$ cat config.mk
export PLATFORM = sky130hd
export DESIGN_NAME = lay_sqrt_cell
export DESIGN_NICKNAME = d
export VERILOG_FILES = /design/src/rtl/lay_sqrt_cell.sv
export SDC_FILE = /design/constraint.sdc
export NUM_CORES = 1
export LEC_CHECK = 0
export BUFFER_PORTS_ARGS = -buffer_cell sky130_fd_sc_hd__buf_2
export CAP_MARGIN = 20
export CORE_UTILIZATION = 45
export DETAILED_ROUTE_END_ITERATION = 8
export PLACE_DENSITY = 0.88
export SKIP_LAST_GASP = 1
export SLEW_MARGIN = 10
export SYNTH_ARGS = -nofsm -noshare
export SYNTH_HDL_FRONTEND = slang
export SYNTH_SLANG_ARGS = --single-unit
$ cat constraint.sdc
create_clock -name clk -period 0.8 [get_ports clk]
set_input_delay 0.08 -clock clk [delete_from_list [all_inputs] [get_ports clk]]
set_output_delay 0.08 -clock clk [all_outputs]
set_load 0.02 [all_outputs]
$ cat src/rtl/lay_sqrt_cell.sv
// lay_sqrt_cell.sv: one registered digit of a restoring integer square root,
// deciding result bit K. No package dependency.
`timescale 1ns / 1ps

module lay_sqrt_cell #(
    parameter int VW = 62,
    parameter int K  = 30,
    parameter int SW = 1
) (
    input  logic            clk,
    input  logic            rst_n,
    input  logic            en,
    input  logic            valid,
    input  logic [VW-1:0]   rem,
    input  logic [VW/2-1:0] root,
    input  logic [SW-1:0]   side,
    output logic            fwd_valid,
    output logic [VW-1:0]   fwd_rem,
    output logic [VW/2-1:0] fwd_root,
    output logic [SW-1:0]   fwd_side
);
    localparam int RW = VW / 2;

    logic            valid_reg;
    logic [VW-1:0]   rem_reg, rem_next;
    logic [RW-1:0]   root_reg, root_next;
    logic [SW-1:0]   side_reg;
    logic [VW:0]     trial;
    logic            take;

    // Setting bit K grows root^2 by (2*root + 2^K) * 2^K.
    assign trial = ({{(RW+1){1'b0}}, root} << (K + 1)) | ((VW+1)'(1) << (2 * K));
    assign take  = {1'b0, rem} >= trial;
    assign rem_next  = take ? rem - trial[VW-1:0] : rem;
    assign root_next = take ? (root | (RW'(1) << K)) : root;

    always_ff @(posedge clk or negedge rst_n)
    begin
        if (!rst_n)
            valid_reg <= 1'b0;
        else if (en)
            valid_reg <= valid;
    end

    always_ff @(posedge clk)
    begin
        if (en)
        begin
            rem_reg  <= rem_next;
            root_reg <= root_next;
            side_reg <= side;
        end
    end

    assign fwd_valid = valid_reg;
    assign fwd_rem   = rem_reg;
    assign fwd_root  = root_reg;
    assign fwd_side  = side_reg;

endmodule

==> results.toml <==
[cts]
root_buffer = "clkbuf_8"
clock_sinks = 95
tritoncts = "yes"
cts_buffer_depth = 2
cts_made_buffers = 9
clkLatencyLatePin_ns = 0.38
path_clk_slew_ns = 0.10
cts_max_level = 3

[cells_and_area]
multi_input_area_sq_um = 2803
seqCellArea_sq_um = 2849
num-fill-cells = 451
layout_common_cells = "111 x buf_4, 98 x buf_2, 98 x buf_6"
fin_area_sq_um = 9564
final_common_cell = "buf_4"
drive_gt1_share_pct = 55.42
area_delta_synth_final_pct = 88.79
nets = 954

[yosys]
syn_nets = 575
ys_async_sr_fraction_pct = 1.053
synth_ff_type = "edfxtp_1"
synth_top_area_share_pct = 55.72
ys_seq_area_share_pct = 56.21
syn_area_per_cell_sq_um = 11.36
yosys_warnings = 0
ys_seq_elements = 95
syn_inst = 446
syn_area_sq_um = 5066
synth_top_area_cell = "edfxtp_1"
synth.area.top_cells = "edfxtp_1 56%, ha_1 7.4%, a21oi_1 4.5%"
synth_cell_types = 53
synth_edf_count = 94

[power]
p_leak_nw = 4.132
power_mw = 15.51
power.density_nw_per_um2 = 1622
vdd_ir_drop_max_mv = 0.9984

[sta]
slew_headroom_pct = 70.52
min_period_over_period_pct = 269.4
timing.hold.ws_ns = 0.02135
fmax_mhz = 464.1
finalSetupViolCount = 128
setup_tns_ns = -60.29
tightest_slew_ns = 0.4393
final_hold_viol_count = 0
rsz0062_at_grt = "yes"
fin_ws_ns = -1.355
fin_worst_skew_ns = 0
fin_crit_ns = 2.155
report.final.slew_viol_count = 0

[setup_path]
crit_type = "primary input to flip-flop"
worstSetupEndpointType = "flip-flop"
critical_path.max_fanout = 2
required_ns = 0.93
arrival_ns = 2.28
start_kind = "primary input"

[global_routing]
grt_antenna_before_repair = 3
grt-ovfl-total = 0
grt_pass1_vias = 5357
track_usage_pct = 29.95
grt_pass1_wl_um = 26450
grt_max_degree = 38

[floorplanning]
start_util_pct = 46.53
fp-row-count = 38
ios = 193
fp.dieW_um = 108.1
fp.dieArea_sq_um = 11690
design.core.area_sq_um = 10890
die-height_um = 108.1

[drt]
routed_wl_um = 22560
drtPass1Iterations = 5
viasPerCell = 5.868
antenna_left = 0
routedWlPerCell_um = 23.19
drc = 0
drt_iter0_drc = 539
via_count = 5710

[placement]
detailed_place_hpwl_um = 11290
place_area_sq_um = 7076
dp_slack_ns = -1.831
io_buffers = 192
finalWeightedCongestion = 0.8672

[job]
drv_cap = 0

[outcome]
status = "finished with violations"
violations = "negative setup slack"

[min_path]
hold_path_class = "primary input to flip-flop"
area by class of cell:
cell class	count	area share, %
Tap cell	140	1.832
Sequential cell	95	29.79
Timing Repair Buffer	388	35.56
Inverter	32	1.622
Antenna cell	3	0.07849
Clock buffer	11	1.374
Clock inverter	5	0.4448
Multi-Input combinational cell	299	29.30
through the flow:
stage | utilization, % | cells
floorplan | - | 446
global placement | 64.99 | 861
detailed placement | 64.99 | 861
CTS | 79.65 | 958
global route | 87.84 | 973
finish | 87.84 | 973
cells by family (layout without fill, tap and decap cells):
logic type / count (synthesis) / in the layout / synth area share (%)
compound gates: 122 / 122 / 15.07
xor+xnor: 25 / 25 / 4.322
fa+ha+maj: 31 / 31 / 7.804
buf+inv: 52 / 436 / 4.421
flops: 95 / 95 / 56.21
mux: 4 / 4 / 0.8890
other cells: 0 / 3 / 0
simple gates: 117 / 117 / 11.29
cell usage after synthesis, types with 3 or more instances:
library cell / number
o21a_1: 4
nor3_1: 11
o21ai_0: 27
nor2_1: 25
xor2_1: 11
nor4_1: 8
nand2_1: 38
nand4_1: 11
and2_1: 5
mux2_2: 4
a21o_1: 17
inv_1: 32
ha_1: 30
o31ai_1: 3
edfxtp_1: 94
clkbuf_1: 8
nand3_1: 4
and4_1: 4
a21oi_1: 46
xnor2_1: 14
o211ai_1: 3
buf_4: 3
buf_2: 8
per-layer routing:
metal / track usage [%] / part of all wire [%] / up-vias
met3: 5.546 / 8.6 / 130
li1: - / - / 2417
met4: 14.58 / 6.6 / 0
met2: 55.32 / 51 / 427
met1: 32.74 / 34 / 2736
met5: 0 / 0 / -
power breakdown:
group,switching (mW),internal (mW)
Combinational,3.07,3.03
Clock,1.98,1.18
Sequential,0.243,6.00
final timing paths:
kind	cells past startpoint	from	slack [ns]	end
max	13	rem[31]	-1.35	fwd_rem[47]
min	3	root[30]	0.02	fwd_root[30]
max reg2reg	1	fwd_valid	-0.05	fwd_valid
min reg2reg	1	fwd_valid	0.63	fwd_valid
max in group asynchronous	3	rst_n	0.12	fwd_valid
min in group asynchronous	3	rst_n	0.54	fwd_valid
flip-flops by register name (all words and copies together), names as in the netlist:
signal,count
fwd_root,31
fwd_valid,1
fwd_side,1
fwd_rem,62
what timing repair did:
| action | CTS | global route |
|---|---|---|
| hold endpoints to repair | 63 | 1 |
| endpoints found under the setup margin | 127 | 128 |
| resized for setup | 144 | 213 |
| setup buffers | 17 | 12 |
| hold buffers | 64 | 1 |
| cloned | 3 | 1 |
| pin swaps | 36 | 32 |
worst max-delay path, cell delays in order:
cell     delay (ns)
buf_12         0.11
inv_12         0.04
ha_4           0.13
inv_2          0.04
fa_2           0.33
a21o_1         0.18
a221o_1        0.32
and2_4         0.17
buf_6          0.11
o21a_1         0.21
a41oi_2        0.19
a21oi_1        0.11
mux2_4         0.26
Note: power is estimated with default switching activity, not from simulation.
