==> src/rtl/lay_pkg.sv <==
// lay_pkg.sv: shared widths, angle constants, the arctangent table and the
// output saturation helper of the look-at yaw quaternion block.
// No dependencies.
`timescale 1ns / 1ps

package lay_pkg;

    // Field widths
    localparam int POS_W      = 32;
    localparam int QUAT_W     = 16;
    localparam int IN_DATA_W  = 4 * POS_W;
    localparam int OUT_DATA_W = 4 * QUAT_W;

    // Default number of CORDIC micro-rotations in each direction
    localparam int ANGLE_ITERATIONS_DEF = 16;

    // Internal CORDIC widths: x/y carry the grown vector, z is a Q30 angle
    localparam int XY_W  = 40;
    localparam int ANG_W = 36;

    // Quotient width of the normalizing divide
    localparam int Q2_W = 18;

    typedef logic signed [XY_W-1:0]  cxy_t;
    typedef logic signed [ANG_W-1:0] ang_t;

    localparam ang_t PI_Q30       = 36'sd3373259426;
    localparam ang_t HALF_PI_Q30  = 36'sd1686629713;
    localparam cxy_t INV_GAIN_Q30 = 40'sd652032874;
    localparam logic signed [POS_W-1:0] ONE_Q30 = 32'sd1073741824;

    // atan(2^-i) in Q30
    localparam logic [31:0] ATAN_TAB [32] = '{
        32'h3243F6A8, 32'h1DAC6705, 32'h0FADBAFC, 32'h07F56EA6, 32'h03FEAB76,
        32'h01FFD55B, 32'h00FFFAAA, 32'h007FFF55, 32'h003FFFEA, 32'h001FFFFD,
        32'h000FFFFF, 32'h0007FFFF, 32'h0003FFFF, 32'h0001FFFF, 32'h0000FFFF,
        32'h00007FFF, 32'h00003FFF, 32'h00001FFF, 32'h00000FFF, 32'h000007FF,
        32'h000003FF, 32'h000001FF, 32'h000000FF, 32'h0000007F, 32'h0000003F,
        32'h0000001F, 32'h0000000F, 32'h00000008, 32'h00000004, 32'h00000002,
        32'h00000001, 32'h00000000
    };

    // Apply a sign to a quotient magnitude and saturate to Q1.14.
    function automatic logic signed [QUAT_W-1:0] sat_q14(input logic neg,
                                                         input logic [Q2_W-1:0] mag);
        logic signed [Q2_W+1:0] v;
        v = signed'({2'b00, mag});
        if (neg)
            v = -v;
        if (v > (Q2_W+2)'(32767))
            return 16'sh7FFF;
        if (v < -(Q2_W+2)'(32768))
            return 16'sh8000;
        return v[QUAT_W-1:0];
    endfunction

endpackage

==> src/rtl/lay_cordic_cell.sv <==
// lay_cordic_cell.sv: one registered CORDIC micro-rotation, in vectoring or
// rotation mode, passing a sideband word along. Depends on lay_pkg.
`timescale 1ns / 1ps

module lay_cordic_cell #(
    parameter int XW     = lay_pkg::XY_W,
    parameter int ZW     = lay_pkg::ANG_W,
    parameter int SW     = 1,
    parameter int I      = 0,
    parameter bit VECTOR = 1'b1
) (
    input  logic                 clk,
    input  logic                 rst_n,
    input  logic                 en,
    input  logic                 valid,
    input  logic signed [XW-1:0] x,
    input  logic signed [XW-1:0] y,
    input  logic signed [ZW-1:0] z,
    input  logic [SW-1:0]        side,
    output logic                 fwd_valid,
    output logic signed [XW-1:0] fwd_x,
    output logic signed [XW-1:0] fwd_y,
    output logic signed [ZW-1:0] fwd_z,
    output logic [SW-1:0]        fwd_side
);
    import lay_pkg::*;

    localparam logic signed [ZW-1:0] ATAN_I = signed'(ZW'(ATAN_TAB[I[4:0]]));

    logic                 valid_reg;
    logic signed [XW-1:0] x_reg, y_reg, x_next, y_next, x_sh, y_sh;
    logic signed [ZW-1:0] z_reg, z_next;
    logic [SW-1:0]        side_reg;
    logic                 ccw;

    // Direction: vectoring drives y to zero, rotation drives z to zero.
    assign x_sh = x >>> I;
    assign y_sh = y >>> I;
    assign ccw  = VECTOR ? y[XW-1] : !z[ZW-1];

    always_comb
    begin
        if (ccw)
        begin
            x_next = x - y_sh;
            y_next = y + x_sh;
            z_next = z - ATAN_I;
        end
        else
        begin
            x_next = x + y_sh;
            y_next = y - x_sh;
            z_next = z + ATAN_I;
        end
    end

    // Item valid flag.
    always_ff @(posedge clk or negedge rst_n)
    begin
        if (!rst_n)
            valid_reg <= 1'b0;
        else if (en)
            valid_reg <= valid;
    end

    // Stage payload.
    always_ff @(posedge clk)
    begin
        if (en)
        begin
            x_reg    <= x_next;
            y_reg    <= y_next;
            z_reg    <= z_next;
            side_reg <= side;
        end
    end

    assign fwd_valid = valid_reg;
    assign fwd_x     = x_reg;
    assign fwd_y     = y_reg;
    assign fwd_z     = z_reg;
    assign fwd_side  = side_reg;

endmodule

==> config.mk <==
export PLATFORM = sky130hd
export DESIGN_NAME = lay_cordic_cell
export DESIGN_NICKNAME = d
export VERILOG_FILES = /design/src/rtl/lay_pkg.sv /design/src/rtl/lay_cordic_cell.sv
export SDC_FILE = /design/constraint.sdc
export NUM_CORES = 1
export LEC_CHECK = 0
export ABC_AREA = 1
export ABC_CLOCK_PERIOD_IN_PS = 1800
export BUFFER_PORTS_ARGS = -buffer_cell sky130_fd_sc_hd__buf_2
export CAP_MARGIN = 20
export CORE_ASPECT_RATIO = 1.75
export CORE_UTILIZATION = 40
export CTS_CLUSTER_SIZE = 40
export DETAILED_ROUTE_END_ITERATION = 10
export MAX_ROUTING_LAYER = met4
export PLACE_DENSITY_LB_ADDON = 0.25
export SETUP_SLACK_MARGIN = 0.3
export SLEW_MARGIN = 20
export SYNTH_ARGS = -nofsm -noshare
export SYNTH_HDL_FRONTEND = slang
export SYNTH_SLANG_ARGS = --single-unit
==> constraint.sdc <==
create_clock -name clk -period 1.8 [get_ports clk]
set_input_delay 0.36 -clock clk [delete_from_list [all_inputs] [get_ports clk]]
set_output_delay 0.36 -clock clk [all_outputs]
set_load 0.05 [all_outputs]
==> out/summary.txt <==
Net Switching -> 8.45 mW
Worst-Skew Late Latency -> 0.47 ns
Crit path max fanout -> 5
Final period utilization -> 111%
Hold Violations, Final -> 0
Starting Density -> 40.8%
# fillers -> 2839
# rows -> 93
Finish-stage setup viols -> 38
DRC violations left -> 0
Mapped Nets -> 2683
Largest net degree at the start of global routing -> 49
Hold/Removal Path Class -> in -> reg
WS Path Type -> in -> reg
Vias in the first global route -> 19900
Worst vdd ir -> 683 uV
Share of cells above drive strength 1 -> 56.5%
Post-DRT Antenna Nets -> 0
Max-cap viol count -> 0
Slowest CP cell -> ha_4
Worst Path Arrival -> 2.21 ns
Ys Warns -> 0
TritonCTS clock tree -> done
Critical path endpoint category -> flip-flop
Placeable core area -> 0.0370 sq mm
Most numerous cell in the Yosys netlist -> nand2_1
Area of the multi-input gates -> 0.0147 sq mm
WL final -> 81500 um
Initial DRC count -> 1085
Max Root-Sink Buffers -> 2
Flop pwr share -> 20.4%
IO Pins -> 239
Root buf cell -> clkbuf_16
GRT Resource Usage Total -> 41.4%
Clk pwr share -> 20.1%
DP Area -> 0.0216 sq mm
Yosys top cell by area -> edfxtp_1
Combinational power share -> 59.5%
Synth top cells by count -> nand2_1 (801), inv_1 (385), nor2_1 (208), nand3_1 (201), ha_1 (148)
Global route total overflow -> 0
Sum Neg Setup Slack -> -2.54 ns
FF+latch count, synth -> 117
Setup WS post-layout -> -0.190 ns
Routed vias -> 19800
Synthesized instance count -> 2410
Clk slew on worst S/H paths -> 0.07 ns
DP HPWL -> 60100 um
Cell variety after synth -> 48
EDFF count, synth -> 116
Slowest stage delay, CP -> 0.28 ns
Final core utilization -> 74.2%
H-Tree Depth -> 4
Bufs and invs on worst path -> 3
Port Buf Inserts -> 238
Reg area -> 0.00351 sq mm
CP top delay family -> simple AND/OR/NAND/NOR gates
Static Leakage -> 13.3 nW
Startpoint Class -> input port
Synth top area share -> 23.1%
Slew margin rel. -> 54.8%
Final GP Congestion -> 1.03
Switching Share -> 46.9%
Initial antenna violation count -> 4
Sequential area share after synthesis -> 23.2%
Critical Path RT -> 2.02 ns
Max Clk Rate -> 0.502 GHz
Ys async rst share -> 0.855%
Pwr dens -> 656 mW/mm^2
Min cycle time layout -> 1.99 ns
Clk sinks -> 117
Via density -> 5.44
Violated checks -> negative setup slack
Synth-to-Final Area Change -> 81.7%
Post-route design area -> 0.0275 sq mm
Num CTS Buffers -> 17
Total count of max-transition violations in the final report -> 0
DR pass1 iterations -> 6
Internal -> 9.55 mW
Die Ht -> 259 um
Primary FF master, synth -> edfxtp_1
Fin nets -> 3422
Dominant cells by area after synthesis -> edfxtp_1 (23%), nand2_1 (20%), ha_1 (12%), inv_1 (9.6%), nand3_1 (6.7%)
Synth Cell Area -> 0.0151 sq mm
Status -> finished with violations
Worst clock skew -> 0 ns
Die X-Extent -> 149 um
WL/cell -> 22.4 um
RSZ-0062 raised after global routing -> yes
Worst-Margin Slew -> 0.678 ns
Post-Syn Area per Cell -> 6.27 sq um
Worst-path cell chain -> buf_8 -> ha_4 -> buf_12 -> nor2_4 -> nand2_4 -> buf_4 -> nor2_2 -> nand2_4 -> nand2_8 -> nand2_4 -> nand2_2 -> nand2_2 -> nand3_2 -> nand2_2
First-pass GRT wire length -> 113000 um
Die area -> 0.0386 sq mm
[path summary, 6_finish.rpt]
path / from / endpoint / slack, ns / cells past startpoint
min in group asynchronous: rst_n / fwd_valid / 0.19 / 2
setup reg to reg: fwd_valid / fwd_valid / 1.06 / 1
hold reg to reg: fwd_valid / fwd_valid / 0.51 / 1
setup / recovery: x[13] / fwd_y[27] / -0.19 / 14
max in group asynchronous: rst_n / fwd_valid / 1.52 / 2
hold / removal: z[2] / fwd_z[2] / 0.07 / 1
[layer usage]
metal | part of all wire, % | vias up | global-route usage [%]
met1 | 29 | 9251 | 34.2
met5 | 0 | - | -
met2 | 52 | 947 | 74.4
met4 | 13 | 0 | 43.1
li1 | - | 9126 | -
met3 | 5.9 | 496 | 6.92
[kinds of logic (layout without fill, tap and decap cells)]
group | Yosys count | in the layout | synth area share [%]
and+or+nand+nor | 1324 | 1324 | 36.8
AOI/OAI and AO/OA | 309 | 309 | 11.6
DFF | 117 | 117 | 23.2
buffers and inverters | 456 | 1208 | 12.5
muxes | 1 | 1 | 0.0745
other | 0 | 4 | 0
adders and majority gates | 152 | 152 | 12.8
xor gates and xnor gates | 51 | 51 | 3.01
[layout make-up]
type                            instances  area share, %
Antenna cell                            4         0.0365
Clock buffer                           17           1.55
Clock inverter                         15          0.579
Inverter                              402           6.19
Multi-Input combinational cell       1837           53.5
Sequential cell                       117           12.8
Tap cell                              475           2.16
Timing Repair Buffer                  772           23.1
Timing Repair inverter                  2          0.100
[registers in the layout (all words and copies together) (netlist names)]
signal     cells
fwd_side       1
fwd_valid      1
fwd_x         40
fwd_y         39
fwd_z         36
[stage by stage]
stage | std cells | hold slack (ns) | power [mW] | setup WS [ns]
after global placement | 3501 | 0.136 | 11.9 | -1.05
after global routing | 3641 | 0.0609 | 18.6 | -0.286
after detailed placement | 3501 | 0.139 | 12.0 | -1.06
after floorplan | 2410 | 0.0644 | 8.79 | -0.249
after CTS | 3601 | 0.0639 | 16.9 | -0.0233
final | 3641 | 0.0661 | 18.0 | -0.190
[power by group through the flow]
stage / Combinational (mW) / Clock, mW / Sequential, mW
finish: 10.7 / 3.62 / 3.67
floorplan: 3.72 / 0 / 5.07
global route: 11.2 / 3.72 / 3.70
global placement: 8.22 / 0 / 3.70
detailed placement: 8.31 / 0 / 3.71
CTS: 9.58 / 3.62 / 3.66
[layout by cell type, fill, tap and decap left out, types with 24 or more instances in the layout]
master / count
nand2_1: 495
buf_4: 439
inv_1: 273
nand2_2: 224
buf_2: 175
nand3_1: 139
edfxtp_1: 116
nor2_4: 106
buf_6: 101
nand2_4: 90
inv_2: 86
nor2_1: 77
ha_1: 70
ha_4: 68
a21oi_2: 64
nor2_2: 59
nand3_2: 51
a21oi_1: 50
a21oi_4: 38
o21ai_0: 35
o21ai_1: 29
buf_12: 28
xor2_1: 24
[repair_timing]
action	CTS	global route
pin swaps	232	260
gates cloned	5	0
buffers inserted	62	36
hold endpoints to repair	1	0
hold buffers	1	0
setup endpoints to repair	106	103
gates resized for setup	679	447
Power figures use the tool's default switching activity.
