[src/rtl/lay_div_cell.sv]
// lay_div_cell.sv: one registered quotient bit of a restoring divider, for
// several numerators that share one divisor. No package dependency.
`timescale 1ns / 1ps

module lay_div_cell #(
    parameter int NW    = 62,
    parameter int DW    = 32,
    parameter int QW    = 32,
    parameter int K     = 31,
    parameter int LANES = 2,
    parameter int SW    = 1
) (
    input  logic          clk,
    input  logic          rst_n,
    input  logic          en,
    input  logic          valid,
    input  logic [DW-1:0] den,
    input  logic [NW-1:0] rem [LANES],
    input  logic [QW-1:0] quo [LANES],
    input  logic [SW-1:0] side,
    output logic          fwd_valid,
    output logic [DW-1:0] fwd_den,
    output logic [NW-1:0] fwd_rem [LANES],
    output logic [QW-1:0] fwd_quo [LANES],
    output logic [SW-1:0] fwd_side
);
    logic             valid_reg;
    logic [DW-1:0]    den_reg;
    logic [NW-1:0]    rem_reg [LANES];
    logic [NW-1:0]    rem_next [LANES];
    logic [QW-1:0]    quo_reg [LANES];
    logic [QW-1:0]    quo_next [LANES];
    logic [SW-1:0]    side_reg;
    logic [LANES-1:0] take;

    // Subtract den * 2^K from each lane where it fits.
    always_comb
    begin
        for (int l = 0; l < LANES; l++)
        begin
            take[l]     = (rem[l] >> K) >= NW'(den);
            rem_next[l] = take[l] ? rem[l] - (NW'(den) << K) : rem[l];
            quo_next[l] = take[l] ? (quo[l] | (QW'(1) << K)) : quo[l];
        end
    end

    always_ff @(posedge clk or negedge rst_n)
    begin
        if (!rst_n)
            valid_reg <= 1'b0;
        else if (en)
            valid_reg <= valid;
    end

    always_ff @(posedge clk)
    begin
        if (en)
        begin
            den_reg  <= den;
            rem_reg  <= rem_next;
            quo_reg  <= quo_next;
            side_reg <= side;
        end
    end

    assign fwd_valid = valid_reg;
    assign fwd_den   = den_reg;
    assign fwd_rem   = rem_reg;
    assign fwd_quo   = quo_reg;
    assign fwd_side  = side_reg;

endmodule

[config.mk]
export PLATFORM = sky130hd
export DESIGN_NAME = lay_div_cell
export DESIGN_NICKNAME = d
export VERILOG_FILES = /design/src/rtl/lay_div_cell.sv
export SDC_FILE = /design/constraint.sdc
export NUM_CORES = 1
export LEC_CHECK = 0
export ABC_CLOCK_PERIOD_IN_PS = 800
export BUFFER_PORTS_ARGS = -buffer_cell sky130_fd_sc_hd__buf_2
export CAP_MARGIN = 5
export CORE_AREA = 2 2 176 178
export DETAILED_ROUTE_END_ITERATION = 12
export DIE_AREA = 0 0 178 180
export GPL_TIMING_DRIVEN = 0
export PLACE_DENSITY_LB_ADDON = 0.2
export SYNTH_ARGS = -nofsm -noshare
export SYNTH_HDL_FRONTEND = slang
export SYNTH_SLANG_ARGS = --single-unit
[constraint.sdc]
create_clock -name clk -period 0.8 [get_ports clk]
set_input_delay 0.12 -clock clk [delete_from_list [all_inputs] [get_ports clk]]
set_output_delay 0.12 -clock clk [all_outputs]
set_load 0.02 [all_outputs]
==> results of run 1 <==
-- what timing repair did --
action	4_1_cts	5_1_grt
hold buffers	223	0
endpoints found under the hold margin	222	0
pin swaps	55	43
gates cloned	7	4
endpoints found under the setup margin	414	415
setup buffers	21	20
gates resized for setup	287	307
-- metal layers --
layer / global-route usage, % / vias to the layer above / wire [um]
li1: - / 4822 / -
met1: 25.74 / 5004 / 15440
met2: 44.09 / 376 / 23000
met3: 5.372 / 66 / 2858
met4: 7.738 / 2 / 1120
met5: 0 / - / 12
-- power breakdown --
group,switching (uW),internal [uW],total (uW)
Combinational,5580,5040,10600
Sequential,488,14100,14500
Clock,4740,7020,11800
-- worst max-delay path, stage by stage --
cell and delay [ps]:
sky130_fd_sc_hd__buf_8 110, sky130_fd_sc_hd__ha_4 160, sky130_fd_sc_hd__fa_2 330, sky130_fd_sc_hd__and2b_2 290, sky130_fd_sc_hd__o2111ai_4 130, sky130_fd_sc_hd__a31o_1 230
sky130_fd_sc_hd__a21oi_2 160, sky130_fd_sc_hd__nor4_2 70, sky130_fd_sc_hd__o31a_1 380, sky130_fd_sc_hd__buf_6 180, sky130_fd_sc_hd__buf_12 140, sky130_fd_sc_hd__a32o_1 230
-- sequential cells by signal (all words and copies together) (netlist names) --
name	flops
fwd_den	32
fwd_quo	64
fwd_rem	124
fwd_side	1
fwd_valid	1
-- layout make-up --
| cell class | count | area [um^2] |
|---|---|---|
| Tap cell | 396 | 495.5 |
| Clock inverter | 13 | 170.2 |
| Timing Repair Buffer | 716 | 6152 |
| Inverter | 46 | 200.2 |
| Antenna cell | 15 | 37.54 |
| Buffer | 23 | 276.5 |
| Fill cell | 2327 | 10750 |
| Sequential cell | 222 | 6663 |
| Multi-Input combinational cell | 585 | 4795 |
| Clock buffer | 31 | 648.1 |
-- cells by family after synthesis --
logic type               count (synthesis)  share of synthesized area (%)
AO/OA/AOI/OAI                          242                          14.16
XOR/XNOR                                54                          4.335
adder cells (fa/ha/maj)                 64                          7.477
buffers and inverters                   74                          3.016
flip-flops                             222                          61.05
multiplexers                             5                         0.4931
AND/OR/NAND/NOR                        220                          9.461
-- cells in the mapped netlist (3+ instances only) --
cell	n	area share [%]
sky130_fd_sc_hd__inv_1	46	1.6
sky130_fd_sc_hd__and2_1	4	0.23
sky130_fd_sc_hd__nor2b_1	7	0.40
sky130_fd_sc_hd__o211ai_1	3	0.21
sky130_fd_sc_hd__buf_4	9	0.62
sky130_fd_sc_hd__xor2_1	31	2.5
sky130_fd_sc_hd__a21oi_1	57	2.6
sky130_fd_sc_hd__a31oi_1	11	0.63
sky130_fd_sc_hd__nand3_1	22	1.0
sky130_fd_sc_hd__clkbuf_1	10	0.34
sky130_fd_sc_hd__nor2_1	26	0.89
sky130_fd_sc_hd__o31ai_1	7	0.48
sky130_fd_sc_hd__xnor2_1	23	1.8
sky130_fd_sc_hd__o21bai_1	8	0.55
sky130_fd_sc_hd__ha_1	62	7.1
sky130_fd_sc_hd__nor4_1	4	0.23
sky130_fd_sc_hd__nand4_1	13	0.75
sky130_fd_sc_hd__o21a_1	7	0.48
sky130_fd_sc_hd__mux2_2	3	0.31
sky130_fd_sc_hd__nand2_1	110	3.8
sky130_fd_sc_hd__o21ai_1	16	0.73
sky130_fd_sc_hd__o2111ai_1	3	0.24
sky130_fd_sc_hd__edfxtp_1	221	61
sky130_fd_sc_hd__nor3_1	7	0.32
sky130_fd_sc_hd__a211oi_1	3	0.21
sky130_fd_sc_hd__o21ai_0	69	3.2
sky130_fd_sc_hd__nand2b_1	9	0.52
sky130_fd_sc_hd__a21o_1	20	1.4
sky130_fd_sc_hd__buf_2	7	0.32
-- cell usage in the layout, fill, tap and decap left out, types with 7 or more instances in the layout --
cell type	count
sky130_fd_sc_hd__a31oi_1	7
sky130_fd_sc_hd__dlygate4sd3_1	223
sky130_fd_sc_hd__a21o_1	20
sky130_fd_sc_hd__ha_4	12
sky130_fd_sc_hd__o21bai_1	7
sky130_fd_sc_hd__inv_1	34
sky130_fd_sc_hd__nor2_1	26
sky130_fd_sc_hd__xnor2_1	23
sky130_fd_sc_hd__ha_1	42
sky130_fd_sc_hd__o21ai_2	47
sky130_fd_sc_hd__o21a_1	7
sky130_fd_sc_hd__nand3_1	21
sky130_fd_sc_hd__a21oi_2	10
sky130_fd_sc_hd__buf_12	9
sky130_fd_sc_hd__buf_2	266
sky130_fd_sc_hd__buf_6	190
sky130_fd_sc_hd__nand4_1	13
sky130_fd_sc_hd__ha_2	8
sky130_fd_sc_hd__nand2_1	87
sky130_fd_sc_hd__a21oi_1	46
sky130_fd_sc_hd__buf_4	30
sky130_fd_sc_hd__o21ai_0	23
sky130_fd_sc_hd__inv_2	7
sky130_fd_sc_hd__nor2b_1	7
sky130_fd_sc_hd__diode_2	15
sky130_fd_sc_hd__xor2_1	31
sky130_fd_sc_hd__o21ai_1	12
sky130_fd_sc_hd__buf_8	11
sky130_fd_sc_hd__nand2_2	16
sky130_fd_sc_hd__clkbuf_1	8
sky130_fd_sc_hd__clkbuf_16	27
sky130_fd_sc_hd__nand2_4	7
sky130_fd_sc_hd__edfxtp_1	221
-- how the worst max path moves through the flow --
stage / depth (start not counted) / slack [ps] / startpoint / endpoint
after floorplan: 11 / -1610 / rem[31] / fwd_rem[40]
after CTS: 13 / -1390 / rem[93] / fwd_rem[123]
final: 12 / -1470 / den[0] / fwd_rem[123]
after global routing: 12 / -1500 / den[0] / fwd_rem[123]
after detailed placement: 11 / -2190 / den[1] / fwd_rem[60]
after global placement: 2 / -3660 / en / fwd_valid
-- stage by stage --
step / hold WS [ps] / cell area (um^2) / utilization [%]
after detailed placement: -104.3 / 13850 / 45.88
after global routing: 23.80 / 19430 / 64.37
after CTS: 22.77 / 18290 / 60.59
after global placement: -105.6 / 13810 / 45.76
after floorplan: -175.6 / 11090 / -
final: 46.64 / 19440 / 64.39
==> results.toml, run 1 <==
[sta]
timing.clock.skew_ps = 0
worst_slew_pin_slew_ps = 579.7
post-route-period-util_pct = 283.7
setup-tns-final_ps = -166400
total_count_of_max_transition_violations_in_the_final_report = 0
finalWorstSetupSlack_ps = -1469
max_freq_mhz = 440.7
max-slew-margin-rel_pct = 61.35
clock_period_minus_worst_slack_ps = 2269
hold_violations = 0
setup_violations = 286
grt_setup_unrepaired = "true"

[job]
maxCapViolCount = 0

[min_path]
holdCritPathClass = "in2reg"
holdCritStartpoint = "den[0]"
hold-path-endpoint = "fwd_rem[31]"
min_delay_path_depth = 3

[floorplanning]
die_width_um = 178
initial_utilization_pct = 36.14
boundaryPins = 447
fp.dieH_um = 180
rows = 64
placeableCoreArea_mm2 = 0.03019
die_area_mm2 = 0.03204

[placement]
dp_cells = 1724
gp_routability_congestion = 0.8633
post-dp-hpwl_mm = 28.13
port_buffers = 446
dp_worst_setup_slack_ps = -2194

[setup_path]
r2r-start = "fwd_valid"
critical_path_peak_fanout = 5
worst_path_arrival_ps = 2530
setup.worst_path.end_class = "flip-flop"
setup.reg_to_reg.worst_slack_ps = 20
timing.reg2reg.worst_path_depth = 1
critical_path.reg2reg.endpoint = "fwd_valid"
timing.critical_path.required_ps = 1060
crit_path_start_kind = "input pin"
timing.setup.critical_path_class = "in2reg"

[global_routing]
grt_util_all_layers_pct = 23.51
globalRouteOverflowTotal = 0
global_route_wire_length_before_repair_mm = 57.50
grt_pass1_vias = 10370
largest_net_degree_at_the_start_of_global_routing = 129
grt_antenna_before_repair = 15

[status]
outcome = "complete, but fails checks"
violations = "setup timing"

[final_layout]
final_layout_size_suffix_gt1_share_pct = 44.25
area_growth_syn_to_layout_pct = 78.15
finish.net_count = 1908
finished_layout_cells = 2047

[clock_tree]
numCtsBuffers = 25
insertion_delay_ps = 520
bufs_on_longest_clock_path = 3
cts.reportedPaths.clkPinSlew_ps = 60
ctsHtreeMaxLevel = 1
tritoncts = "done"
tritoncts_num_sinks = 222
clockRootBuffer = "sky130_fd_sc_hd__clkbuf_16"

[synth]
netlist_instances = 881
syn-num-nets = 1170
synthesis.area_per_instance_um2 = 12.38
synth_edf_count = 221
synthFlopType = "sky130_fd_sc_hd__edfxtp_1"
synth.lib_cells_used.distinct = 76
postSynth.asyncResetShare_pct = 0.4505
syn_area_mm2 = 0.01091
ys_seq_area_share_pct = 61.06
ys_warn_count = 0
yosys_register_bits = 222

[drt]
drc = 0
drtIter0Drc = 650
wirelength_routed_mm = 42.43
route.vias.total = 10270
antenna_left = 0
avgRoutedWirePerCell_um = 20.73
drt_pre_antenna_iters = 5
post_drt_via_cell_ratio = 5.017

[pwr]
report.power.total_uw = 36910
power.static_leakage_uw = 0.008188
cellPowerDensity_mw_per_mm2 = 1899
ir_drop_v = 0.001338
(Power assumes the default switching activity.)
==> run 2, diff against run 1 <==
--- a/config.mk
+++ b/config.mk
@@ -9,6 +9,7 @@
 export BUFFER_PORTS_ARGS = -buffer_cell sky130_fd_sc_hd__buf_2
 export CAP_MARGIN = 5
 export CORE_AREA = 2 2 176 178
+export CTS_BUF_LIST = sky130_fd_sc_hd__clkbuf_8 sky130_fd_sc_hd__clkbuf_16
 export DETAILED_ROUTE_END_ITERATION = 12
 export DIE_AREA = 0 0 178 180
 export GPL_TIMING_DRIVEN = 0
==> run 2 against run 1 <==
Net effect:
- clock skew is the same
- largest cell class unchanged
- the run still ends with setup timing left
- critical endpoint unchanged
- register-to-register slack hardly changed
- non-clock buffer count unchanged
- worst hold slack worse by 3.4 ps
- clock power about the same
- critical path depth stayed put
==> results.toml, run 2 (synthesis results as in run 1) <==
[placement]
post-dp-hpwl_mm = 28.13
dp_worst_setup_slack_ps = -2194
port_buffers = 446
gp_routability_congestion = 0.8633

[drt]
drt_pre_antenna_iters = 6
post_drt_via_cell_ratio = 5.030
drtIter0Drc = 588
wirelength_routed_mm = 42.34
route.vias.total = 10290
antenna_left = 0
drc = 0
avgRoutedWirePerCell_um = 20.69

[setup_path]
crit_path_start = "den[0]"
timing.setup.critical_path_class = "in2reg"
r2r-start = "fwd_valid"
timing.critical_path.required_ps = 1070
crit_path_start_kind = "input pin"
critical_path_peak_fanout = 5
worst_path_arrival_ps = 2540
setup.reg_to_reg.worst_slack_ps = 20
setup.worst_path.end_class = "flip-flop"
critical_path.reg2reg.endpoint = "fwd_valid"
timing.reg2reg.worst_path_depth = 1
worst_setup_path_endpoint = "fwd_rem[123]"

[sta]
clock_period_minus_worst_slack_ps = 2269
timing.clock.skew_ps = 0
max_freq_mhz = 440.8
setup_violations = 286
finalWorstSetupSlack_ps = -1469
worst_slew_pin_slew_ps = 582.4
hold_violations = 0
max-slew-margin-rel_pct = 61.17
grt_setup_unrepaired = "true"
setup-tns-final_ps = -166850
total_count_of_max_transition_violations_in_the_final_report = 0
post-route-period-util_pct = 283.6

[global_routing]
grt_pass1_vias = 10370
grt_util_all_layers_pct = 23.51
grt_antenna_before_repair = 15
global_route_wire_length_before_repair_mm = 57.50
globalRouteOverflowTotal = 0
largest_net_degree_at_the_start_of_global_routing = 129

[clock_tree]
bufs_on_longest_clock_path = 3
ctsHtreeMaxLevel = 1
tritoncts_num_sinks = 222
tritoncts = "done"
numCtsBuffers = 25
cts.reportedPaths.clkPinSlew_ps = 60
clockRootBuffer = "sky130_fd_sc_hd__clkbuf_16"
insertion_delay_ps = 520

[final_layout]
fin_util_pct = 64.38
layout_commonest_cell = "sky130_fd_sc_hd__buf_2"
area_growth_syn_to_layout_pct = 78.13
final_layout_size_suffix_gt1_share_pct = 44.25
layout_common_cells = "sky130_fd_sc_hd__buf_2, sky130_fd_sc_hd__dlygate4sd3_1, sky130_fd_sc_hd__edfxtp_1"
number_of_flip_flops_in_the_largest_register = 124
finish.net_count = 1908
filler_cell_count = 2328

[floorplanning]
die_width_um = 178
placeableCoreArea_mm2 = 0.03019
initial_utilization_pct = 36.14
boundaryPins = 447
fp.dieH_um = 180
die_area_mm2 = 0.03204
rows = 64

[pwr]
ir_drop_v = 0.001341
power.static_leakage_uw = 0.008213
report.power.total_uw = 36830
cellPowerDensity_mw_per_mm2 = 1895

[status]
violations = "setup timing"
outcome = "complete, but fails checks"

[min_path]
holdCritStartpoint = "den[0]"
holdCritPathClass = "in2reg"

[job]
maxCapViolCount = 0
-- run 2: cell count changes in the layout (fill, tap and decap cells not counted) --
cell	change
sky130_fd_sc_hd__diode_2	-1
sky130_fd_sc_hd__inv_1	+6
sky130_fd_sc_hd__clkbuf_1	-6
-- run 2: repair_timing --
item                                   in CTS  in global routing
pin swaps                                  55                 43
hold buffers                              223                  0
setup endpoints to repair                 414                415
endpoints found under the hold margin     222                  0
resized for setup                         287                307
buffers inserted                           21                 20
cloned                                      7                  4
-- run 2: worst max-delay path: stages --
cell	delay, ps
sky130_fd_sc_hd__buf_8	110
sky130_fd_sc_hd__ha_4	160
sky130_fd_sc_hd__fa_2	330
sky130_fd_sc_hd__and2b_2	290
sky130_fd_sc_hd__o2111ai_4	130
sky130_fd_sc_hd__a31o_1	230
sky130_fd_sc_hd__a21oi_2	170
sky130_fd_sc_hd__nor4_2	70
sky130_fd_sc_hd__o31a_1	380
sky130_fd_sc_hd__buf_6	180
sky130_fd_sc_hd__buf_12	140
sky130_fd_sc_hd__a32o_1	230
-- run 2: area by class of cell --
cell class / count / area [um^2] / share of cell area [%]
Multi-Input combinational cell: 585 / 4795 / 24.67
Timing Repair Buffer: 716 / 6152 / 31.66
Tap cell: 396 / 495.5 / 2.549
Sequential cell: 222 / 6663 / 34.28
Clock inverter: 19 / 192.7 / 0.9914
Buffer: 23 / 276.5 / 1.423
Clock buffer: 25 / 625.6 / 3.219
Antenna cell: 14 / 35.03 / 0.1803
Inverter: 46 / 200.2 / 1.030
-- run 2: per-stage QoR --
step	instances	hold slack (ps)	area (um^2)
3_5_place_dp	1724	-104.3	13850
2_1_floorplan	881	-175.6	11090
3_3_place_gp	1723	-105.6	13810
6_report	2046	43.25	19430
4_1_cts	2017	22.77	18290
5_1_grt	2045	23.80	19430
-- run 2: worst min path at each step --
stage / to / depth (start not counted)
after CTS: fwd_rem[93] / 3
after detailed placement: fwd_valid / 1
final: fwd_rem[31] / 3
after floorplan: fwd_valid / 0
after global placement: fwd_valid / 1
after global routing: fwd_rem[93] / 3
-- run 2: power by group --
group | internal, uW | switching (uW)
logic | 5040 | 5570
registers | 14100 | 487
clock network | 6950 | 4740
total | 26000 | 10800
-- run 2: routing by layer --
layer,wire [um],up-vias,GRT usage [%]
li1,-,4820,-
met1,15180,5018,25.74
met2,23030,387,44.09
met3,2973,65,5.372
met4,1135,2,7.738
met5,12,-,0
